## src/design/trvg_pkg.sv

```systemverilog
// Shared types, constants and tables of the tube ring vertex generator.
package trvg_pkg;

	localparam int CORDIC_STEPS = 24;
	localparam int SQRT_STEPS   = 32;
	localparam int DIV_STEPS    = 15;

	localparam logic signed [33:0] CORDIC_GAIN = 34'sd652032874;
	localparam logic signed [33:0] ONE_Q30     = 34'sd1073741824;

	// arctangent of 2^-i in units of 2^-32 turn
	localparam logic [31:0] ATAN_TURNS [CORDIC_STEPS] = '{
		32'd536870912, 32'd316933406, 32'd167458907, 32'd85004756,
		32'd42667331,  32'd21354465,  32'd10679838,  32'd5340245,
		32'd2670163,   32'd1335087,   32'd667544,    32'd333772,
		32'd166886,    32'd83443,     32'd41722,     32'd20861,
		32'd10430,     32'd5215,      32'd2608,      32'd1304,
		32'd652,       32'd326,       32'd163,       32'd81
	};

	typedef struct packed {
		logic [2:0][31:0] m0;
		logic [2:0][31:0] m2;
		logic [2:0][31:0] m3;
		logic [30:0]      radius;
		logic [15:0]      tex_v;
	} ring_t;

	typedef struct packed {
		ring_t       ring;
		logic [15:0] tex_u;
		logic        last;
	} vinfo_t;

	typedef struct packed {
		logic signed [33:0] x;
		logic signed [33:0] y;
		logic signed [33:0] z;
		logic               neg;
		vinfo_t             info;
	} cordic_t;

	typedef struct packed {
		logic [2:0][31:0] pos;
		logic [2:0][29:0] nmag;
		logic [2:0]       nneg;
		logic             nzero;
		logic [15:0]      tex_u;
		logic [15:0]      tex_v;
		logic             last;
	} tail_t;

	typedef struct packed {
		logic [63:0] v;
		logic [63:0] res;
		tail_t       tail;
	} sqrt_t;

	typedef struct packed {
		logic [2:0][45:0] rem;
		logic [2:0][14:0] q;
		logic [31:0]      len;
		tail_t            tail;
	} dvd_t;

	typedef struct packed {
		logic div_busy;
		logic active;
	} seq_stat_t;

endpackage

```

## src/design/trvg_if.sv

```systemverilog
// Ring input and vertex output channel interfaces.
interface trvg_ring_if;
	logic               valid;
	logic               ready;
	logic signed [31:0] col0_x;
	logic signed [31:0] col0_y;
	logic signed [31:0] col0_z;
	logic signed [31:0] col2_x;
	logic signed [31:0] col2_y;
	logic signed [31:0] col2_z;
	logic signed [31:0] col3_x;
	logic signed [31:0] col3_y;
	logic signed [31:0] col3_z;
	logic [30:0]        ring_radius;
	logic [15:0]        texture_v;

	modport source (output valid, col0_x, col0_y, col0_z, col2_x, col2_y, col2_z,
		col3_x, col3_y, col3_z, ring_radius, texture_v, input ready);
	modport sink (input valid, col0_x, col0_y, col0_z, col2_x, col2_y, col2_z,
		col3_x, col3_y, col3_z, ring_radius, texture_v, output ready);
endinterface


```

## src/design/trvg_seq.sv

```systemverilog
// Ring sequencer: density register, reciprocal divider and per-vertex phase stepping.
module trvg_seq #(
	parameter int MAX_RING_VERTICES = 64
) (
	input  logic                clk,
	input  logic                arst_n,
	trvg_ring_if.sink           rings,
	input  logic                cfg_wr_en,
	input  logic [6:0]          cfg_wr_data,
	input  logic                en,
	output logic                c_vld,
	output trvg_pkg::cordic_t   c_out,
	output trvg_pkg::seq_stat_t stat
);
	import trvg_pkg::*;

	localparam int SW = $clog2(MAX_RING_VERTICES);
	localparam logic [8:0] DMAX = 9'(MAX_RING_VERTICES);
	localparam logic [5:0] STEP_Q15  = 6'd15;
	localparam logic [5:0] STEP_LAST = 6'd32;

	logic [6:0]    density_q;
	logic          div_busy_q;
	logic [5:0]    div_step_q;
	logic [SW-1:0] drem_q;
	logic [31:0]   dq_q;
	logic [31:0]   q32_q;
	logic [SW-1:0] r32_q;
	logic [15:0]   q15_q;
	logic [SW-1:0] r15_q;

	logic          active_q;
	logic [SW-1:0] k_q;
	logic [31:0]   ph_q;
	logic [SW-1:0] phr_q;
	logic [15:0]   tu_q;
	logic [SW-1:0] tur_q;
	ring_t         ring_q;

	logic [8:0]    d9;
	logic [SW-1:0] span;
	logic [SW-1:0] half;
	logic [SW:0]   rem2;
	logic          dge;
	logic [SW-1:0] drem_n;
	logic [31:0]   dq_n;
	logic [SW:0]   phs, tus;
	logic          pge, tge;
	logic [SW-1:0] phr_n, tur_n;
	logic          last_now;
	logic          accept;
	logic [31:0]   pf;

	// density clamp and span
	always_comb begin
		d9 = {2'b00, density_q};
		if (d9 < 9'd3) d9 = 9'd3;
		if (d9 > DMAX) d9 = DMAX;
	end
	assign span = SW'(d9 - 9'd1);
	assign half = span >> 1;

	// one restoring step of 2^32 / span
	assign rem2   = {drem_q, (div_step_q == 6'd0)};
	assign dge    = rem2 >= {1'b0, span};
	assign drem_n = SW'(dge ? rem2 - {1'b0, span} : rem2);
	assign dq_n   = {dq_q[30:0], dge};

	// phase and texture u stepping by quotient plus remainder carry
	assign phs   = {1'b0, phr_q} + {1'b0, r32_q};
	assign pge   = phs >= {1'b0, span};
	assign phr_n = SW'(pge ? phs - {1'b0, span} : phs);
	assign tus   = {1'b0, tur_q} + {1'b0, r15_q};
	assign tge   = tus >= {1'b0, span};
	assign tur_n = SW'(tge ? tus - {1'b0, span} : tus);

	assign last_now    = k_q == span;
	assign rings.ready = !div_busy_q && (!active_q || (last_now && en));
	assign accept      = rings.valid && rings.ready;

	// control and divider state
	always_ff @(posedge clk or negedge arst_n) begin
		if (!arst_n) begin
			density_q  <= 7'd16;
			div_busy_q <= 1'b1;
			div_step_q <= '0;
			drem_q     <= '0;
			dq_q       <= '0;
			q32_q      <= '0;
			r32_q      <= '0;
			q15_q      <= '0;
			r15_q      <= '0;
			active_q   <= 1'b0;
			k_q        <= '0;
			ph_q       <= '0;
			phr_q      <= '0;
			tu_q       <= '0;
			tur_q      <= '0;
		end else begin
			if (cfg_wr_en) begin
				density_q  <= cfg_wr_data;
				div_busy_q <= 1'b1;
				div_step_q <= '0;
				drem_q     <= '0;
				dq_q       <= '0;
			end else if (div_busy_q) begin
				drem_q     <= drem_n;
				dq_q       <= dq_n;
				div_step_q <= div_step_q + 6'd1;
				if (div_step_q == STEP_Q15) begin
					q15_q <= dq_n[15:0];
					r15_q <= drem_n;
				end
				if (div_step_q == STEP_LAST) begin
					q32_q      <= dq_n;
					r32_q      <= drem_n;
					div_busy_q <= 1'b0;
				end
			end
			if (accept) begin
				active_q <= 1'b1;
				k_q      <= '0;
				ph_q     <= '0;
				phr_q    <= half;
				tu_q     <= '0;
				tur_q    <= half;
			end else if (active_q && en) begin
				if (last_now) begin
					active_q <= 1'b0;
				end else begin
					k_q   <= k_q + SW'(1);
					ph_q  <= ph_q + q32_q + 32'(pge);
					phr_q <= phr_n;
					tu_q  <= tu_q + q15_q + 16'(tge);
					tur_q <= tur_n;
				end
			end
		end
	end

	// ring payload capture
	always_ff @(posedge clk) begin
		if (accept) begin
			ring_q.m0     <= {rings.col0_z, rings.col0_y, rings.col0_x};
			ring_q.m2     <= {rings.col2_z, rings.col2_y, rings.col2_x};
			ring_q.m3     <= {rings.col3_z, rings.col3_y, rings.col3_x};
			ring_q.radius <= rings.ring_radius;
			ring_q.tex_v  <= rings.texture_v;
		end
	end

	// quadrant fold into the CORDIC range
	always_comb begin
		c_out.neg  = (ph_q[31:30] == 2'd1) || (ph_q[31:30] == 2'd2);
		pf         = c_out.neg ? ph_q + 32'h8000_0000 : ph_q;
		c_out.x    = CORDIC_GAIN;
		c_out.y    = '0;
		c_out.z    = 34'($signed(pf));
		c_out.info.ring  = ring_q;
		c_out.info.tex_u = tu_q;
		c_out.info.last  = last_now;
	end

	assign c_vld         = active_q;
	assign stat.div_busy = div_busy_q;
	assign stat.active   = active_q;
endmodule

```

## src/flat_wrapper.sv

```systemverilog
// flat-port wrapper written by rule: the top's interface ports become plain ports
module trvg_seq_flat import trvg_pkg::*;
#(
	parameter int MAX_RING_VERTICES = 64
)
  (clk, arst_n, cfg_wr_en, cfg_wr_data, en, c_vld, c_out, stat, rings_valid, rings_col0_x, rings_col0_y, rings_col0_z, rings_col2_x, rings_col2_y, rings_col2_z, rings_col3_x, rings_col3_y, rings_col3_z, rings_ring_radius, rings_texture_v, rings_ready);
  trvg_ring_if rings_i ();
  input  logic clk;
  input  logic arst_n;
  input  logic cfg_wr_en;
  input  logic [6:0] cfg_wr_data;
  input  logic en;
  output logic c_vld;
  output trvg_pkg::cordic_t c_out;
  output trvg_pkg::seq_stat_t stat;
  input wire logic [$bits(rings_i.valid)-1:0] rings_valid;
  input wire logic [$bits(rings_i.col0_x)-1:0] rings_col0_x;
  input wire logic [$bits(rings_i.col0_y)-1:0] rings_col0_y;
  input wire logic [$bits(rings_i.col0_z)-1:0] rings_col0_z;
  input wire logic [$bits(rings_i.col2_x)-1:0] rings_col2_x;
  input wire logic [$bits(rings_i.col2_y)-1:0] rings_col2_y;
  input wire logic [$bits(rings_i.col2_z)-1:0] rings_col2_z;
  input wire logic [$bits(rings_i.col3_x)-1:0] rings_col3_x;
  input wire logic [$bits(rings_i.col3_y)-1:0] rings_col3_y;
  input wire logic [$bits(rings_i.col3_z)-1:0] rings_col3_z;
  input wire logic [$bits(rings_i.ring_radius)-1:0] rings_ring_radius;
  input wire logic [$bits(rings_i.texture_v)-1:0] rings_texture_v;
  output wire logic [$bits(rings_i.ready)-1:0] rings_ready;
  assign rings_i.valid = rings_valid;
  assign rings_i.col0_x = rings_col0_x;
  assign rings_i.col0_y = rings_col0_y;
  assign rings_i.col0_z = rings_col0_z;
  assign rings_i.col2_x = rings_col2_x;
  assign rings_i.col2_y = rings_col2_y;
  assign rings_i.col2_z = rings_col2_z;
  assign rings_i.col3_x = rings_col3_x;
  assign rings_i.col3_y = rings_col3_y;
  assign rings_i.col3_z = rings_col3_z;
  assign rings_i.ring_radius = rings_ring_radius;
  assign rings_i.texture_v = rings_texture_v;
  assign rings_ready = rings_i.ready;
  trvg_seq #(.MAX_RING_VERTICES(MAX_RING_VERTICES)) u_core (.clk(clk), .arst_n(arst_n), .rings(rings_i), .cfg_wr_en(cfg_wr_en), .cfg_wr_data(cfg_wr_data), .en(en), .c_vld(c_vld), .c_out(c_out), .stat(stat));
endmodule
```

## config.mk

```make
export PLATFORM = sky130hd
export DESIGN_NAME = trvg_seq_flat
export DESIGN_NICKNAME = d
export VERILOG_FILES = /design/src/design/trvg_pkg.sv /design/src/design/trvg_if.sv /design/src/design/trvg_seq.sv /design/src/flat_wrapper.sv
export SDC_FILE = /design/constraint.sdc
export NUM_CORES = 1
export LEC_CHECK = 0
export ABC_AREA = 0
export ABC_CLOCK_PERIOD_IN_PS = 11150
export BUFFER_PORTS_ARGS = -buffer_cell sky130_fd_sc_hd__buf_2
export CORE_AREA = 2 2 317 319
export DETAILED_ROUTE_END_ITERATION = 10
export DIE_AREA = 0 0 319 321
export PLACE_DENSITY = 0.46
export SETUP_SLACK_MARGIN = 0.05
export SYNTH_ARGS = -nofsm -noshare
export SYNTH_HDL_FRONTEND = slang
export SYNTH_SLANG_ARGS = --single-unit
```

## constraint.sdc

```tcl
create_clock -name clk -period 11.15 [get_ports clk]
set_clock_uncertainty 0.15 [all_clocks]
set_input_delay 0.5575 -clock clk [delete_from_list [all_inputs] [get_ports clk]]
set_output_delay 0.5575 -clock clk [all_outputs]
set_load 0.01 [all_outputs]
```

==> results of run 1 <==
==> sequential cells by signal, indices dropped and copies added (netlist names) <==
name               cells
u_core.q15_q          16
u_core.tu_q           16
u_core.phr_q           6
u_core.drem_q          6
u_core.c_vld           1
u_core.div_busy_q      1
u_core.ph_q           32
u_core.density_q       7
u_core.div_step_q      6
u_core.q32_q          32
u_core.dq_q           31
u_core.k_q             6
u_core.c_out         335
u_core.r15_q           6
u_core.tur_q           6
u_core.r32_q           6
==> logic make-up (layout without fill, tap and decap cells) <==
family | after synthesis | after routing | share of synthesized area
flip-flops | 513 | 513 | 0.675
AND/OR/NAND/NOR | 292 | 292 | 0.0648
AO/OA/AOI/OAI | 254 | 254 | 0.0792
buffers and inverters | 181 | 1180 | 0.0510
multiplexers | 97 | 97 | 0.0484
adder cells (fa/ha/maj) | 84 | 84 | 0.0518
XOR/XNOR | 71 | 71 | 0.0289
other | 2 | 85 | 0.000349
==> worst max-delay path: stages (launching register included) <==
cell and delay, ns:
dfrtp_1 0.45, nor4_1 0.64, o21bai_1 0.29, ha_1 0.31, xnor2_1 0.52, ha_1 0.38, a21o_1 0.21, o21ai_0 0.32
a31oi_2 0.20, nor2_1 0.42, fa_1 0.31, fa_1 0.22, nor2b_1 0.07, o31a_1 0.26, o41a_1 0.38, a41oi_1 0.54
a21boi_1 0.19, o21a_1 0.22, or3_1 0.30, a32o_1 0.25
==> where the power goes <==
group          internal (mW)  total (mW)  switching, mW
clock network           1.16        2.00          0.843
registers               2.15        2.29          0.133
logic                  0.581        1.35          0.768
total                   3.90        5.64           1.74
==> stage by stage <==
| stage | area, µm² | setup slack [ns] |
|---|---|---|
| 2_1_floorplan | 21700 | 3.72 |
| 3_3_place_gp | 26200 | 4.62 |
| 3_5_place_dp | 26200 | 4.46 |
| 4_1_cts | 31100 | 4.44 |
| 5_1_grt | 31100 | 4.00 |
| 6_report | 31100 | 4.39 |
==> per-layer routing <==
layer	GRT usage	vias to the layer above	wire length [µm]
met5	0	-	78
met2	0.295	797	44600
met4	0.0408	12	2240
li1	-	7376	-
met3	0.0659	156	9880
met1	0.262	8292	44400
==> area by class of cell <==
cell class	count	area share
Tap cell	1298	0.0522
Multi-Input combinational cell	866	0.197
Timing Repair Buffer	1037	0.214
Antenna cell	17	0.00137
Sequential cell	513	0.467
Clock inverter	36	0.0126
Inverter	33	0.00422
Clock buffer	74	0.0515
==> worst min-delay path by stage <==
stage,to,slack (ns),depth (start not counted)
after floorplan,u_core.c_vld$_DFFE_PN0P_,0.11,0
after global placement,u_core.r15_q[2]$_DFFE_PN0P_,0.32,2
after detailed placement,u_core.r32_q[2]$_DFFE_PN0P_,0.33,2
after CTS,u_core.c_out[275]$_DFFE_PP_,0.0009,1
after global routing,u_core.c_out[275]$_DFFE_PP_,0.005,1
final,u_core.density_q[6]$_DFFE_PN0P_,0.04,2
==> placed cells by master (no fill, tap or decap), types with 8 or more instances in the layout <==
cell type,instances
nor2b_1,18
diode_2,17
a21o_1,24
buf_4,14
mux2_2,56
dfrtp_1,176
nand3_1,31
ha_1,73
buf_2,736
nor3_1,11
dlygate4sd3_1,285
conb_1,68
nor2_1,82
mux2i_1,41
a211oi_1,8
clkbuf_1,8
nand4_1,9
o21ai_0,75
xor2_1,34
xnor2_1,37
nand2b_1,13
inv_1,32
fa_1,9
o21bai_1,12
clkbuf_16,59
o211ai_1,8
a21oi_1,41
o21a_1,8
edfxtp_1,335
clkinv_2,10
nand2_1,89
==> run summary, run 1 <==
Status: completed
Crit end category: register
Peak supply drop: 0.110 mV
DRC Markers: 0
Tightest Pin Transition: 1.02 ns
Setup TNS Final: 0 ns
Max Cap Viol: 0
Commonest cells in the netlist: edfxtp_1, dfrtp_1, buf_4
Hold-fix buffers, CTS: 285
Pin count of the biggest net entering global routing: 137
Total wire length: 101 mm
Die height: 321 µm
Nets: 2,939
FF-to-FF path depth: 19
Setup violations, final: 0
Chip width: 319 µm
RR Startpoint: u_core.density_q[3]$_DFFE_PN0P_
Most frequent cell after synthesis: edfxtp_1
Initial antenna violation count: 75
Min Tclk post-route: 6.76 ns
CP Max Fanout: 8
Initial core utilization: 0.216
H-tree levels: 2
Unique cell type count in the Yosys netlist: 76
FILL cells: 10,100
Post-synth EDFFs: 335
Hold_sp: cfg_wr_data[6]
Critical Path Start: u_core.density_q[3]$_DFFE_PN0P_
Hold Vio Cnt, Final: 0
Pre-Repair DR Iteration Count: 5
Grt ovf: 0
CP required: 11.52 ns
Postcts setup bufs: 0
Die area: 0.102 mm²
Synthesized cell area: 0.0215 mm²
Vias: 16,600
P&R area growth vs syn: 44.8%
Ys Warns: 0
PwrDens: 181 mW/mm²
Worst reg2reg path endpoint: u_core.ph_q[20]$_DFFE_PN0P_
Post-CTS sizing: 0
Internal reg-to-reg setup slack: 4.39 ns
Bufs on Longest Clock Path: 3
Routed len/inst: 26.1 µm
Placed instance count: 3,462
Share of cells above drive strength 1: 0.361
Final Instance Count excl. Fillers: 3,874
Std-Cell Rows: 116
Top FF cell, synth: edfxtp_1
CP Launch Type: register
Seq. cell area: 0.0145 mm²
Critical path arrival: 7.12 ns
Post-route ant nets: 0
Rel. slew slack: 0.317
Placer Congestion: 0.913
PortBufs: 737
Number of global-route vias before repair: 16,600
Core ar.: 0.0993 mm²
First-pass GRT wire length: 137 mm
CTS clk-pin slew, worst paths: 0.06 ns
Maximum clock rate: 148 MHz
Iter 0 DRT Violations: 1,098
Synth area leaders: edfxtp_1, dfrtp_1, ha_1, buf_4, mux2_2
Layout Utilization: 0.313
Clk_lat worst skew: 0.64 ns
Cell taking the most area after synthesis: edfxtp_1
DR vias/cell: 4.29
Final worst-path cycle share: 0.606
Multi-input gate area: 0.00613 mm²
Post-synth top area share: 0.468
DP Wirelength: 83.1 mm
Async set-reset flop share out of synthesis: 0.347
HP Class: input port to register
Mapped Cells: 1,494
Seq cells post-synth: 513
Avg Inst Size Synth: 14.4 µm²
Sequential area share after synthesis: 0.675
CTS tree: done
CTS sink cnt: 513
RSZ-0062 raised after global routing: no
Total power: 5.64 mW
WS Path Type: register to register
Hold WS: 0.0363 ns
Static leakage: 13.8 nW
GRT Util Overall: 0.192
Pins Over Slew Limit: 0
I/O Pins: 806
Root buffer cell: clkbuf_16
Cts bufs inserted: 59
CP endpoint: u_core.ph_q[20]$_DFFE_PN0P_
No activity file was read; power rests on OpenSTA's default activity.
==> run 2: changes to the inputs <==
Settings changed: ABC_CLOCK_PERIOD_IN_PS 11150 to 6800.
Clock period 11.15 ns to 6.8 ns, I/O delays scaled along.
==> run 2 against run 1 <==
Against the previous run:
- core utilization rose by 0.88 points
- sequential cell count did not move
- power rose by 70%
- clock-buffer cell count rose by 2
- first-iteration DRC count rose by 17%
==> run summary, run 2 (synthesis results as in run 1) <==
Peak supply drop: 0.199 mV (was 0.110 mV)
RSZ-0062 raised after global routing: no (unchanged)
Bufs on Longest Clock Path: 3 (unchanged)
I/O Pins: 806 (unchanged)
CP Launch Type: register (unchanged)
DR vias/cell: 4.29 (about the same)
Chip width: 319 µm (unchanged)
Cts bufs inserted: 61 (was 59)
Placer Congestion: 0.932 (was 0.913)
First-pass GRT wire length: 138 mm (was 137 mm)
Clk_lat worst skew: 0.66 ns (was 0.64 ns)
Final worst-path cycle share: 0.909 (was 0.606)
Post-CTS sizing: 0 (unchanged)
Max Cap Viol: 0 (unchanged)
Std-Cell Rows: 116 (unchanged)
FILL cells: 10,100 (about the same)
Commonest non-fill, non-tap cell in the layout: buf_2 (unchanged)
PwrDens: 300 mW/mm² (was 181 mW/mm²)
Pre-Repair DR Iteration Count: 5 (unchanged)
Most frequent cells in the layout: buf_2, dlygate4sd3_1, edfxtp_1, dfrtp_1, nand2_1 (was buf_2, edfxtp_1, dlygate4sd3_1, dfrtp_1, nand2_1)
Total wire length: 103 mm (was 101 mm)
FF-to-FF path depth: 22 (was 19)
Hold-fix buffers, CTS: 344 (was 285)
CTS tree: done (unchanged)
CP Max Fanout: 8 (unchanged)
Critical path, cell by cell: nor4_1 > o21bai_1 > ha_1 > xnor2_1 > buf_4 > ha_1 > a21o_1 > o21ai_0 > a31oi_2 > nor2_1 > buf_4 > fa_1 > fa_1 > nor2b_1 > o31a_1 > o41a_1 > a41oi_1 > buf_4 > o21a_1 > o221ai_1 > mux2i_1 > o21ai_0 (was nor4_1 > o21bai_1 > ha_1 > xnor2_1 > ha_1 > a21o_1 > o21ai_0 > a31oi_2 > nor2_1 > fa_1 > fa_1 > nor2b_1 > o31a_1 > o41a_1 > a41oi_1 > a21boi_1 > o21a_1 > or3_1 > a32o_1)
Die height: 321 µm (unchanged)
GRT Util Overall: 0.195 (was 0.192)
Hold Vio Cnt, Final: 0 (unchanged)
Nets: 3,006 (was 2,939)
CTS clk-pin slew, worst paths: 0.06 ns (about the same)
Maximum clock rate: 162 MHz (was 148 MHz)
Layout Utilization: 0.322 (was 0.313)
Iter 0 DRT Violations: 1,283 (was 1,098)
WS Path Type: register to register (unchanged)
Total power: 9.59 mW (was 5.64 mW)
Die area: 0.102 mm² (unchanged)
Share of cells above drive strength 1: 0.355 (was 0.361)
Routed len/inst: 26.3 µm (was 26.1 µm)
Tightest Pin Transition: 0.991 ns (was 1.02 ns)
Rel. slew slack: 0.338 (was 0.317)
CTS sink cnt: 513 (unchanged)
Setup TNS Final: 0 ns (unchanged)
Pin count of the biggest net entering global routing: 100 (was 137)
P&R area growth vs syn: 48.9% (was 44.8%)
H-tree levels: 2 (unchanged)
Internal reg-to-reg setup slack: 0.62 ns (was 4.39 ns)
Initial core utilization: 0.216 (unchanged)
PortBufs: 737 (unchanged)
Vias: 16,900 (was 16,600)
Worst reg2reg path endpoint: u_core.ph_q[30]$_DFFE_PN0P_ (was u_core.ph_q[20]$_DFFE_PN0P_)
CP required: 7.15 ns (was 11.52 ns)
Number of global-route vias before repair: 16,900 (was 16,600)
Status: completed (unchanged)
Max reg flops: 335 (unchanged)
Post-route ant nets: 0 (unchanged)
Core ar.: 0.0993 mm² (unchanged)
Min Tclk post-route: 6.18 ns (was 6.76 ns)
Root buffer cell: clkbuf_16 (unchanged)
DP Wirelength: 85.3 mm (was 83.1 mm)
CP max stage delay: 0.60 ns (was 0.64 ns)
Pins Over Slew Limit: 0 (unchanged)
Crit path top cell by count: buf_4
DRC Markers: 0 (unchanged)
Grt ovf: 0 (unchanged)
Setup violations, final: 0 (unchanged)
HP Class: input port to asynchronous set/reset pin (was input port to register)
Critical-path top delay cell: nor4_1 (unchanged)
Initial antenna violation count: 59 (was 75)
Postcts setup bufs: 0 (unchanged)
Static leakage: 14.1 nW (was 13.8 nW)
Critical path arrival: 6.53 ns (was 7.12 ns)
RR Startpoint: u_core.density_q[3]$_DFFE_PN0P_ (unchanged)
Crit end category: register (unchanged)
## run 2: cell types whose count changed in the layout (fill, tap and decap cells not counted), sizes merged, moves of 2 or more
| cell | previous run | this run |
|---|---|---|
| buf | 752 | 758 |
| bufinv | 6 | 12 |
| diode | 17 | 6 |
| clkinvlp | 5 | 7 |
| clkinv | 22 | 17 |
| dlygate4sd3 | 285 | 344 |
| clkbuf | 74 | 76 |
## run 2: final cells by class
type	instances	area (µm²)	area share
Clock inverter	38	543	0.0170
Inverter	33	131	0.00411
Timing Repair Buffer	1102	7370	0.230
Tap cell	1298	1620	0.0508
Clock buffer	76	1660	0.0517
Multi-Input combinational cell	866	6130	0.192
Sequential cell	513	14500	0.454
Antenna cell	6	15.0	0.000469
## run 2: worst max-delay path by stage
| stage | startpoint | endpoint | slack (ns) | depth (start not counted) |
|---|---|---|---|---|
| 4_1_cts | u_core.density_q[3]$_DFFE_PN0P_ | u_core.ph_q[30]$_DFFE_PN0P_ | 0.69 | 22 |
| 5_1_grt | u_core.density_q[3]$_DFFE_PN0P_ | u_core.ph_q[30]$_DFFE_PN0P_ | 0.30 | 22 |
| 3_5_place_dp | u_core.density_q[3]$_DFFE_PN0P_ | u_core.ph_q[30]$_DFFE_PN0P_ | 0.72 | 22 |
| 6_report | u_core.density_q[3]$_DFFE_PN0P_ | u_core.ph_q[30]$_DFFE_PN0P_ | 0.62 | 22 |
| 2_1_floorplan | u_core.density_q[4]$_DFFE_PN1P_ | u_core.c_out[100]$_DFFE_PP_ | 1.15 | 11 |
| 3_3_place_gp | u_core.density_q[3]$_DFFE_PN0P_ | u_core.ph_q[30]$_DFFE_PN0P_ | 0.82 | 22 |
## run 2: power by group
| part | switching (mW) | internal (mW) | leakage (nW) |
|---|---|---|---|
| clock network | 1.41 | 2.18 | 1.05 |
| logic | 1.26 | 0.985 | 7.72 |
| registers | 0.221 | 3.53 | 5.38 |
| total | 2.89 | 6.70 | 14.1 |
## run 2: stage by stage
step / setup slack [ns] / area [µm²] / hold slack (ns) / cells
after floorplan: 1.15 / 21700 / -0.106 / 1560
after global placement: 0.816 / 26300 / 0.304 / 3468
after detailed placement: 0.720 / 26300 / 0.319 / 3468
after CTS: 0.690 / 32000 / 0.126 / 3926
after global routing: 0.300 / 32000 / 0.182 / 3928
final: 0.622 / 32000 / 0.178 / 3932
## run 2: routing by layer
metal,track usage,share of wire
met2,0.304,0.45
met4,0.0313,0.016
met5,0,0.00037
met1,0.277,0.47
met3,0.0494,0.070
## run 2: worst max-delay path: cells and delay by family (launching register included)
kind	cells	cell delay, ns
AOI/OAI and AO/OA	10	2.18
xor gates and xnor gates	1	0.14
adders and majority gates	4	1.49
buffers and inverters	3	0.55
DFF	1	0.45
muxes	1	0.22
and+or+nand+nor	3	0.85
==> run 3: changes to the inputs <==
--- a/config.mk
+++ b/config.mk
@@ -12,5 +12,5 @@
 export DETAILED_ROUTE_END_ITERATION = 10
 export DIE_AREA = 0 0 319 321
-export PLACE_DENSITY = 0.46
+export PLACE_DENSITY = 0.45
 export SETUP_SLACK_MARGIN = 0.05
 export SYNTH_ARGS = -nofsm -noshare
==> constraint.sdc (replaced) <==
create_clock -name clk -period 6.8 [get_ports clk]
set_clock_uncertainty 0.15 [all_clocks]
set_input_delay 1.36 -clock clk [delete_from_list [all_inputs] [get_ports clk]]
set_output_delay 1.36 -clock clk [all_outputs]
set_load 0.01 [all_outputs]
==> run 3 against run 2 <==
Against the previous run:
- combinational power is 8% lower
- sequential power about the same
- register-to-register slack barely moved
- critical path type unchanged
- highest routed layer unchanged
==> run summary, run 3 (synthesis results as in run 1) <==
Initial core utilization: 0.216 (unchanged)
HP Class: register to register (was input port to asynchronous set/reset pin)
Critical-path top delay cell: nor4_1 (unchanged)
Clk_lat worst skew: 0.65 ns (was 0.66 ns)
CP required: 7.12 ns (was 7.15 ns)
Status: completed (unchanged)
Core ar.: 0.0993 mm² (unchanged)
Register share of total power: 0.402 (was 0.392)
Max Cap Viol: 0 (unchanged)
Commonest non-fill, non-tap cell in the layout: buf_2 (unchanged)
GRT Util Overall: 0.191 (was 0.195)
Initial antenna violation count: 88 (was 59)
Logic pwr share: 0.221 (was 0.234)
Hold WS: 0.332 ns (was 0.178 ns)
Die area: 0.102 mm² (unchanged)
Post-CTS sizing: 0 (unchanged)
First-pass GRT wire length: 133 mm (was 138 mm)
CP delay by family, top: compound AO/OA/AOI/OAI gates (unchanged)
Final worst-path cycle share: 0.908 (was 0.909)
Critical path arrival: 6.50 ns (was 6.53 ns)
Hold Vio Cnt, Final: 0 (unchanged)
PwrDens: 327 mW/mm² (was 300 mW/mm²)
Crit end category: register (unchanged)
I/O Pins: 806 (unchanged)
Critical path, cell by cell: nor4_1 > o21bai_1 > ha_1 > xnor2_1 > buf_4 > ha_1 > a21o_1 > o21ai_0 > a31oi_2 > nor2_1 > buf_4 > fa_1 > fa_1 > nor2b_1 > o31a_1 > o41a_1 > a41oi_1 > o21a_1 > o221ai_1 > mux2i_1 > o21ai_0 (was nor4_1 > o21bai_1 > ha_1 > xnor2_1 > buf_4 > ha_1 > a21o_1 > o21ai_0 > a31oi_2 > nor2_1 > buf_4 > fa_1 > fa_1 > nor2b_1 > o31a_1 > o41a_1 > a41oi_1 > buf_4 > o21a_1 > o221ai_1 > mux2i_1 > o21ai_0)
Pin count of the biggest net entering global routing: 111 (was 100)
CTS tree: done (unchanged)
DR vias/cell: 4.30 (was 4.29)
Placed instance count: 3,469 (was 3,468)
DRC Markers: 0 (unchanged)
Post-route ant nets: 0 (unchanged)
DP Wirelength: 84.6 mm (was 85.3 mm)
Chip width: 319 µm (unchanged)
P&R area growth vs syn: 32.7% (was 48.9%)
Sw frac: 0.305 (was 0.301)
Static leakage: 12.7 nW (was 14.1 nW)
H-tree levels: 2 (unchanged)
CTS clk-pin slew, worst paths: 0.06 ns (about the same)
Maximum clock rate: 162 MHz (about the same)
Std-Cell Rows: 116 (unchanged)
Routed len/inst: 28.1 µm (was 26.3 µm)
Iter 0 DRT Violations: 1,389 (was 1,283)
CTS sink cnt: 513 (unchanged)
Cts bufs inserted: 61 (unchanged)
CP max stage delay: 0.59 ns (was 0.60 ns)
Final Instance Count excl. Fillers: 3,602 (was 3,932)
Worst Slack Setup Final: 0.623 ns (was 0.622 ns)
Total wire length: 101 mm (was 103 mm)
Number of global-route vias before repair: 15,100 (was 16,900)
WS Path Type: register to register (unchanged)
Max reg flops: 335 (unchanged)
Vias: 15,500 (was 16,900)
PortBufs: 737 (unchanged)
Share of cells above drive strength 1: 0.412 (was 0.355)
Layout Utilization: 0.287 (was 0.322)
Design area: 0.0285 mm² (was 0.0320 mm²)
Placed cell area: 0.0263 mm² (about the same)
Worst slack, placed: 0.651 ns (was 0.720 ns)
Total net switching power: 2.84 mW (was 2.89 mW)
Nets: 2,663 (was 3,006)
WP buf/inv: 2 (was 3)
Pins Over Slew Limit: 0 (unchanged)
Grt ovf: 0 (unchanged)
CP Max Fanout: 8 (unchanged)
Placer Congestion: 0.994 (was 0.932)
RSZ-0062 raised after global routing: no (unchanged)
Setup TNS Final: 0 ns (unchanged)
Hold-fix buffers, CTS: 0 (was 344)
Most frequent cells in the layout: buf_2, edfxtp_1, dfrtp_1, nand2_1, nor2_1 (was buf_2, dlygate4sd3_1, edfxtp_1, dfrtp_1, nand2_1)
Bufs on Longest Clock Path: 3 (unchanged)
Pint: 6.48 mW (was 6.70 mW)
Root buffer cell: clkbuf_16 (unchanged)
Total power: 9.32 mW (was 9.59 mW)
Postcts setup bufs: 0 (unchanged)
CP Launch Type: register (unchanged)
Die height: 321 µm (unchanged)
Peak supply drop: 0.187 mV (was 0.199 mV)
Min Tclk post-route: 6.18 ns (about the same)
Clock share of power: 0.377 (was 0.375)
Tightest Pin Transition: 1.09 ns (was 0.991 ns)
Setup violations, final: 0 (unchanged)
Pre-Repair DR Iteration Count: 5 (unchanged)
Rel. slew slack: 0.263 (was 0.338)
[run 3: cell count changes in the layout (fill, tap and decap cells not counted), sizes merged]
cell / change
buf: +1
clkinv: +2
inv: +7
bufinv: -2
dlygate4sd3: -344
diode: +11
clkbuf: -5
[run 3: final timing paths]
path | start | end | slack, ns | cells past startpoint
max | u_core.density_q[3]$_DFFE_PN0P_ | u_core.ph_q[30]$_DFFE_PN0P_ | 0.62 | 21
min | u_core.r15_q[4]$_DFFE_PN0P_ | u_core.r15_q[4]$_DFFE_PN0P_ | 0.33 | 2
max reg2reg | u_core.density_q[3]$_DFFE_PN0P_ | u_core.ph_q[30]$_DFFE_PN0P_ | 0.62 | 21
min reg2reg | u_core.r15_q[4]$_DFFE_PN0P_ | u_core.r15_q[4]$_DFFE_PN0P_ | 0.33 | 2
max in group asynchronous | arst_n | u_core.tu_q[15]$_DFFE_PN0P_ | 4.85 | 2
min in group asynchronous | arst_n | u_core.dq_q[30]$_DFFE_PN0P_ | 0.56 | 1
[run 3: cell type report]
type	count	area [µm²]
inverters	33	131
multi-input cells	866	6140
fillers	10200	70800
clock inverters	45	534
repair buffers	759	3920
clock buffers	71	1620
diodes	17	42.5
well taps	1298	1620
flip-flops and latches	513	14500
[run 3: layer usage]
metal	wire length, µm	GRT usage	vias to the layer above	part of all wire
li1	-	-	6840	-
met1	43100	0.261	7671	0.43
met2	44000	0.287	756	0.43
met3	11800	0.0755	202	0.12
met4	2230	0.0382	22	0.022
met5	138	0	-	0.0014
[run 3: worst register-to-register path, cell delays in order, from the launching register on]
cell and delay [ns]:
dfrtp_1 0.45, nor4_1 0.59, o21bai_1 0.30, ha_1 0.32, xnor2_1 0.14, buf_4 0.17
ha_1 0.35, a21o_1 0.18, o21ai_0 0.14, a31oi_2 0.32, nor2_1 0.09, buf_4 0.17
fa_1 0.41, fa_1 0.41, nor2b_1 0.19, o31a_1 0.20, o41a_1 0.23, a41oi_1 0.25
o21a_1 0.31, o221ai_1 0.25, mux2i_1 0.24, o21ai_0 0.12
[run 3: power by group through the flow]
stage	logic [mW]	registers (mW)	clock network, mW
6_report	2.06	3.75	3.51
5_1_grt	2.29	3.78	3.74
4_1_cts	2.08	3.75	3.62
3_5_place_dp	2.07	3.81	0
3_3_place_gp	2.06	3.81	0
2_1_floorplan	1.47	3.75	0
